**src/hw/rtl/assert_macros.svh**
```systemverilog
// Assertion helpers for the point-pair distance block.
`ifndef ASSERT_MACROS_SVH
`define ASSERT_MACROS_SVH

// Check that prop holds at every clock edge outside reset.
`define ASSERT_CLK(label, clk, rst, prop, msg) \
  label: assert property (@(posedge clk) disable iff (rst) (prop)) else $error(msg);

// Check that ante at one edge implies cons at the next edge.
`define ASSERT_NEXT(label, clk, rst, ante, cons, msg) \
  label: assert property (@(posedge clk) disable iff (rst) (ante) |=> (cons)) else $error(msg);

`endif

```
**src/hw/rtl/nppd_pkg.sv**
```systemverilog
// ---------------------------------------------------------------------------
// nppd_pkg
// Shared types and constants of the point-pair distance block.
// ---------------------------------------------------------------------------
package nppd_pkg;

  localparam int VTX_BITS   = 8;
  localparam int SEG_BITS   = 9;
  localparam int COORD_BITS = 24;
  localparam int DIST_BITS  = 32;
  localparam int CNT_BITS   = 16;
  localparam int PATH_ABITS = 2 * VTX_BITS;
  localparam int DIFF_BITS  = COORD_BITS + 1;
  localparam int SQ_BITS    = 2 * DIFF_BITS + 2;
  localparam int ROOT_BITS  = (SQ_BITS + 1) / 2;
  localparam int SUM_BITS   = DIST_BITS + 2;

  typedef enum logic [1:0] {
    MODE_VERTEX = 2'd0,
    MODE_SEGMENT = 2'd1,
    MODE_PATH = 2'd2,
    MODE_QUERY = 2'd3
  } mode_t;

  // Leg selection for the shared root unit.
  typedef enum logic [1:0] {
    LEG_P1 = 2'd0,
    LEG_P2 = 2'd1,
    LEG_Q1 = 2'd2,
    LEG_Q2 = 2'd3
  } leg_t;

  typedef struct packed {
    logic  cap;        // capture query
    logic  wr_vertex;
    logic  wr_segment;
    logic  wr_path;
    logic  seg_rd;     // read segment stores
    logic  vtx_rd;     // read vertex for leg
    leg_t  vtx_leg;
    logic  leg_start;  // start root with vertex or same-segment points
    logic  leg_direct; // same segment: use query points
    logic  leg_save;   // store finished root
    leg_t  save_leg;
    logic  path_rd;
    logic [1:0] path_sel;
    logic  path_save;
    logic  sum_step;
    logic  result_load;
  } cmd_t;

  typedef struct packed {
    logic same;
    logic root_done;
  } stat_t;

endpackage

```
**src/hw/rtl/nppd_ctrl.sv**
```systemverilog
// ---------------------------------------------------------------------------
// nppd_ctrl
// Sequencer for writes and queries, plus the row and column counters.
// ---------------------------------------------------------------------------
`include "assert_macros.svh"

module nppd_ctrl
  import nppd_pkg::*;
(
  input  logic                clk,
  input  logic                rst,
  input  logic                in_valid,
  output logic                in_ready,
  input  logic [1:0]          mode,
  output logic                out_valid,
  input  logic                out_ready,
  input  logic [CNT_BITS-1:0] first_cnt,
  input  logic [CNT_BITS-1:0] second_cnt,
  output cmd_t                cmd,
  input  stat_t               stat,
  output logic                res_same,
  output logic                res_row_last,
  output logic                res_matrix_last
);

  typedef enum logic [3:0] {
    ST_IDLE, ST_SEG, ST_SEGW, ST_VRD, ST_VST, ST_ROOT, ST_PATH, ST_PATHW, ST_SUM,
    ST_DIRECT, ST_DROOT, ST_LOAD
  } state_t;

  state_t              state;
  logic [1:0]          leg;
  logic [1:0]          pidx;
  logic [CNT_BITS-1:0] row_cnt, col_cnt;
  logic                rl, ml, accept, out_free;

  assign out_free = !out_valid || out_ready;
  assign in_ready = (state == ST_IDLE);
  assign accept   = in_valid && in_ready;
  assign rl = col_cnt == CNT_BITS'(second_cnt - 1'b1);
  assign ml = rl && (row_cnt == CNT_BITS'(first_cnt - 1'b1));

  always_comb begin
    cmd = '0;
    cmd.cap        = accept && (mode == MODE_QUERY);
    cmd.wr_vertex  = accept && (mode == MODE_VERTEX);
    cmd.wr_segment = accept && (mode == MODE_SEGMENT);
    cmd.wr_path    = accept && (mode == MODE_PATH);
    cmd.vtx_leg    = leg_t'(leg);
    cmd.save_leg   = leg_t'(leg);
    cmd.path_sel   = pidx;
    case (state)
      ST_SEG:   cmd.seg_rd = 1'b0;
      ST_SEGW:  cmd.seg_rd = 1'b1;
      ST_VST:   cmd.leg_start = 1'b1;
      ST_ROOT:  cmd.leg_save = stat.root_done;
      ST_PATHW: cmd.path_save = 1'b1;
      ST_SUM:   cmd.sum_step = 1'b1;
      ST_DIRECT: begin
        cmd.leg_start  = 1'b1;
        cmd.leg_direct = 1'b1;
      end
      ST_DROOT: begin
        cmd.leg_direct = 1'b1;
        cmd.leg_save   = stat.root_done;
      end
      // Hold the result register while the previous result waits.
      ST_LOAD:  cmd.result_load = out_free;
      default:  cmd.seg_rd = 1'b0;
    endcase
  end

  always_ff @(posedge clk) begin
    if (rst) begin
      state     <= ST_IDLE;
      out_valid <= 1'b0;
      row_cnt   <= '0;
      col_cnt   <= '0;
      leg       <= '0;
      pidx      <= '0;
    end else begin
      if (out_valid && out_ready) out_valid <= 1'b0;
      case (state)
        ST_IDLE: begin
          if (accept && mode == MODE_QUERY) state <= ST_SEG;
        end
        ST_SEG: state <= stat.same ? ST_DIRECT : ST_SEGW;
        ST_SEGW: begin
          leg   <= '0;
          state <= ST_VRD;
        end
        // Vertex read address is registered in the RAM during this cycle.
        ST_VRD: state <= ST_VST;
        ST_VST: state <= ST_ROOT;
        ST_ROOT: begin
          if (stat.root_done) begin
            leg <= leg + 1'b1;
            if (leg == 2'd3) begin
              pidx  <= '0;
              state <= ST_PATH;
            end else begin
              state <= ST_VRD;
            end
          end
        end
        ST_PATH: state <= ST_PATHW;
        ST_PATHW: begin
          pidx  <= pidx + 1'b1;
          state <= (pidx == 2'd3) ? ST_SUM : ST_PATH;
        end
        ST_SUM: begin
          pidx <= pidx + 1'b1;
          if (pidx == 2'd3) state <= ST_LOAD;
        end
        ST_DIRECT: state <= ST_DROOT;
        ST_DROOT:  if (stat.root_done) state <= ST_LOAD;
        ST_LOAD: begin
          if (out_free) begin
            out_valid       <= 1'b1;
            res_same        <= stat.same;
            res_row_last    <= rl;
            res_matrix_last <= ml;
            if (ml) begin
              row_cnt <= '0;
              col_cnt <= '0;
            end else if (rl) begin
              col_cnt <= '0;
              row_cnt <= row_cnt + 1'b1;
            end else begin
              col_cnt <= col_cnt + 1'b1;
            end
            state <= ST_IDLE;
          end
        end
        default: state <= ST_IDLE;
      endcase
    end
  end

  `ASSERT_CLK(a_ready_idle, clk, rst, !in_ready || state == ST_IDLE,
              "input taken while busy")
  `ASSERT_NEXT(a_query_busy, clk, rst, accept && mode == MODE_QUERY,
               state == ST_SEG, "query not started")
  `ASSERT_NEXT(a_out_load, clk, rst, state == ST_LOAD && out_free,
               out_valid, "result not presented")
  `ASSERT_CLK(a_ml_rl, clk, rst, !out_valid || !res_matrix_last || res_row_last,
              "matrix end without row end")

endmodule

```
**config.mk**
```make
export PLATFORM = sky130hd
export DESIGN_NAME = nppd_ctrl
export DESIGN_NICKNAME = d
export VERILOG_FILES = /design/src/hw/rtl/nppd_pkg.sv /design/src/hw/rtl/nppd_ctrl.sv
export VERILOG_INCLUDE_DIRS = /design/src /design/src/hw/rtl
export SDC_FILE = /design/constraint.sdc
export NUM_CORES = 1
export LEC_CHECK = 0
export BUFFER_PORTS_ARGS = -buffer_cell sky130_fd_sc_hd__clkbuf_2
export CORE_MARGIN = 1.5
export CORE_UTILIZATION = 56
export CTS_BUF_LIST = sky130_fd_sc_hd__clkbuf_16
export DETAILED_ROUTE_END_ITERATION = 6
export PLACE_DENSITY = 0.81
export SLEW_MARGIN = 15
export SYNTH_ARGS = -nofsm -noshare
export SYNTH_HDL_FRONTEND = slang
export SYNTH_SLANG_ARGS = --single-unit
```
**constraint.sdc**
```tcl
create_clock -name clk -period 4.52 [get_ports clk]
set_input_delay 0.904 -clock clk [delete_from_list [all_inputs] [get_ports clk]]
set_output_delay 0.904 -clock clk [all_outputs]
set_load 0.01 [all_outputs]
```
# Word-level counts from Yosys, hierarchy flattened
# Index checks and enable logic that the tools add are counted.
# totals
ff_bits,44
ram_bits,0
n_memories,0
romBits,0
wordCells,92
latchBits,0
# classes
n_mul,0
muxes,28
n_bitwise,1
shift,0
n_lt_le_gt_ge,0
n_addsub,6
reduce_logical,24
eq_ne,24
div_mod_pow,0
# ops
op,count
16-bit two-way mux,4
4-bit case mux with 12 select lines,1
"16-bit by 1-bit adder with 16-bit output, second input constant",2
16-bit equality test,2
"16-bit by 1-bit subtractor with 16-bit output, second input constant",2
4-bit two-way mux,7
"4-bit by 3-bit equality test with 1-bit output, second input constant",4
"4-bit equality test, second input constant",4
1-bit two-way mux,10
"2-bit inequality test, second input constant",5
3-bit AND reduction,3
"2-bit equality test, second input constant",4
"4-bit by 2-bit equality test with 1-bit output, second input constant",2
2-bit case mux with 2 select lines,2
2-bit OR reduction,4
1-bit logical AND,7
2-bit two-way mux,3
2-bit nonzero test,3
5-bit AND reduction,1
"2-bit by 1-bit adder with 2-bit output, second input constant",2
"4-bit by 1-bit equality test with 1-bit output, second input constant",1
4-bit logical NOT,1
2-bit AND reduction,2
3-bit two-way mux,1
6 further kinds,6

# Logic depth before layout (Yosys ltp)
# logic_depth
ltp_word,5
ltp_mapped,11
depth_no_buf,9

# Worst setup path after synthesis
# OpenSTA, ideal clock, no wires.
# synth_timing
path_type,input -> register
start,input second_cnt[0]
end,register row_cnt[10]
slack_ns,0.947
t_arrival_ns,3.448
path_stages,10
setup_ns,0.125
cell_sequence,inv_1 ha_1 nor3b_1 nand4_1 xnor2_1 or3_1 or4_1 o41ai_2 buf_2 a21oi_1
# synth_between
elab_chain_cells,5
elab_cells_between_ends,6
classes_between,add/sub (1); eq/ne (1); mux (1); reduce/logical (3)
# synth_rtl
item,line_no,rtl
start: declaration,nppd_ctrl.sv:18,"input logic [CNT_BITS-1:0] second_cnt,"
16-bit by 1-bit subtractor with 16-bit output (*),nppd_ctrl.sv:40,assign rl = col_cnt == CNT_BITS'(second_cnt - 1'b1);
16-bit equality test (*),nppd_ctrl.sv:40,
1-bit logical AND,nppd_ctrl.sv:41,assign ml = rl && (row_cnt == CNT_BITS'(first_cnt - 1'b1));
2-bit nonzero test (no line),n/a,
3-bit AND reduction (no line),n/a,
end signal: assignment,nppd_ctrl.sv:128,row_cnt <= row_cnt + 1'b1;
end: declaration,nppd_ctrl.sv:34,"logic [CNT_BITS-1:0] row_cnt, col_cnt;"
# Every way passes the cells marked *; elsewhere a longest branch is shown, timed or not.
# A chain may end at the register's enable or synchronous reset.

# Worst setup path in the final report
# layout_timing
start,input second_cnt[0]
end,register row_cnt[12]
# Same word-level chain as after synthesis.

==> summary.md <==
| Metric | Value |
|---|---|
| Status | `completed` |
| Detailed Place HPWL | `5.81 mm` |
| Startpoint types | `input port` |
| Finish-stage setup viols | `0` |
| Fin util | `0.675` |
| Top post-synthesis cells by area | `dfxtp_1 25%, xor2_1 8.5%, nor2_1 6.3%` |
| Crit path DAT | `3950 ps` |
| Clock Latency Late Sink | `280 ps` |
| Hold buffers post-CTS | `0` |
| Slew HR | `0.495` |
| N_diodes | `0` |
| Port bufs | `61` |
| Flop2flop setup slack | `1650 ps` |
| Uppermost layer routed | `met4` |
| Final WL | `7.70 mm` |
| Initial core utilization | `0.590` |
| Initial DRT Pass Iterations | `5` |
| Worst r2r src | `state[1]` |
| Crit Path Category | `input port to flip-flop` |
| Synth top area share | `0.250` |
| Worst hold start | `leg[1]` |
| Cell area after synthesis | `0.00329 mm²` |
| Area delta synth->final | `14.5%` |
| Capturing point of the worst reg2reg path | `row_cnt[12]` |
| Required time of the critical path | `4730 ps` |
| Syn avg cell area | `7.56 µm²` |
| Met1 wire length | `3.47 mm` |
| Post-Route Setup TNS | `0 ps` |
| Slew Limit Fails | `0` |
| Routed WL per cell | `13.8 µm` |
| Detailed Route Iter0 Violations | `277` |
| RSZ-0062 raised after global routing | `no` |
| # Post-CTS Setup Buffers | `0` |
| DIE HEIGHT | `79.6 µm` |
| Post-cts sizing count | `0` |
| Vias | `3355` |
| Share of layout cells above drive strength 1 | `0.158` |
| Crit. End Element | `flip-flop` |
| Max IR drop VDD | `0.000168 V` |
| Htree depth | `2` |
| Reg clk slew, reported paths | `60 ps` |
| Vias in the first global route | `3018` |
| Gpl congestion | `0.861` |
| Die X | `79.6 µm` |
| Most common cell in the netlist | `nor2_1` |
| Hold EP | `leg[1]` |
| Max cap viols | `0` |
| Initial antenna violation count | `0` |
| Total grt overflow | `0` |
| Clock root buffer | `clkbuf_16` |
| Critical Path Fanout Max | `29` |
| Register area share after synthesis | `0.277` |
| Worst Tran Pin Value | `753 ps` |
| Register bit total from synthesis | `44` |
| Period utilisation layout | `0.826` |
| Clock skew | `3.38 ps` |
| All-Layer GR Usage | `0.247` |
| Core Region | `0.00557 mm²` |
| Biggest area consumer among synthesized cells | `dfxtp_1` |
| Synth Instances | `435` |
| Unique cell type count in the Yosys netlist | `52` |
| Hold Path Class | `flip-flop to flip-flop` |
| Power Dens Cells | `301 mW/mm²` |
| Num ports | `64` |
| Final ANT Viol Nets | `0` |
| CTS tree | `done` |
| First-pass GRT wire length | `12.9 mm` |
| Largest net degree at the start of global routing | `30` |
| CTS buffer count | `5` |
| Post-synth top cells | `55 x nor2_1, 41 x dfxtp_1, 34 x a21oi_1, 34 x nand2_1, 32 x xor2_1` |
| Predominant post-synthesis flop cell | `dfxtp_1` |
| # nets final | `533` |
| Rows | `27` |
| Leakage | `1.42 nW` |
| Die area | `0.00634 mm²` |
| Met2 WL | `3.79 mm` |
| Tmin final | `3730 ps` |
| Ys Warns | `0` |
| Hold Crit Depth | `2` |
| Number of synthesized flops with an enable pin | `3` |
| Clk sinks | `44` |
| Async SR Flop Fraction | `0` |
| Met3 WL | `409 µm` |
| Vias/cell | `5.99` |
| Clock Tree Buf Depth | `2` |
| R2r worst-path depth | `5` |
| Max Clk Rate | `0.268 GHz` |
| Hold Violations, Final | `0` |
| Drt drc | `0` |
sequential cells by signal (all words and copies together), names as in the netlist:
register	flops
row_cnt	16
res_same	1
res_row_last	1
pidx	2
state	4
res_matrix_last	1
leg	2
out_valid	1
col_cnt	16
worst max-delay path by stage:
stage / depth (start not counted) / start / slack, ps / endpoint
2_1_floorplan: 10 / second_cnt[0] / 950 / row_cnt[10]
3_3_place_gp: 10 / second_cnt[0] / 640 / row_cnt[9]
3_5_place_dp: 10 / second_cnt[0] / 530 / row_cnt[12]
4_1_cts: 10 / second_cnt[0] / 800 / row_cnt[12]
5_1_grt: 10 / second_cnt[0] / 590 / row_cnt[14]
6_report: 10 / second_cnt[0] / 790 / row_cnt[12]
logic make-up after synthesis:
family / after synthesis / synth area share
AOI/OAI and AO/OA: 93 / 0.178
xor gates and xnor gates: 55 / 0.146
adders and majority gates: 6 / 0.0228
buffers and inverters: 35 / 0.0494
DFF: 44 / 0.277
muxes: 1 / 0.00304
other: 1 / 0.00114
and+or+nand+nor: 200 / 0.322
stage by stage:
step	hold slack (ps)	worst slack [ps]	instance area (µm²)	std cells	power [mW]
after floorplan	473	947	3290	436	0.646
after global placement	471	636	3600	552	0.726
after detailed placement	478	528	3600	552	0.738
after CTS	487	796	3760	560	1.14
after global routing	524	591	3760	560	1.20
final	485	786	3760	560	1.13
final cells by class:
type,instances,area (µm²)
inverters,16,60.1
clock inverters,3,38.8
well taps,72,90.1
fillers,502,1810
multi-input cells,357,2220
flip-flops and latches,44,911
clock buffers,5,125
repair buffers,63,320
critical path: stages:
cell      delay, ps
clkbuf_2        130
inv_1            70
ha_1            220
nor3b_1         540
nand4_1         190
xnor2_1         150
or3_1           400
or4_4           640
or4_1           540
a21oi_1         150
layout by cell type, fill, tap and decap left out, types with 9 or more instances in the layout:
cell type,n
clkbuf_2,61
nand2_1,34
dfxtp_1,41
nor4_1,11
a211oi_1,9
inv_1,17
o21ai_0,19
or3_1,14
nand4_1,14
nand3_1,14
a21oi_1,34
xor2_1,32
nor3_1,11
xnor2_1,23
nor2_1,55
layer usage:
| layer | vias up | global-route usage |
|---|---|---|
| met5 | - | 0 |
| met4 | 0 | 0.0526 |
| met3 | 3 | 0.0343 |
| met2 | 111 | 0.432 |
| met1 | 1554 | 0.321 |
| li1 | 1687 | - |
power breakdown:
part,leakage (nW),total [mW],switching [mW],internal [mW]
Clock,0.0850,0.397,0.139,0.257
Combinational,0.980,0.284,0.170,0.113
Sequential,0.358,0.453,0.0463,0.407
No activity file was read; power rests on OpenSTA's default activity.
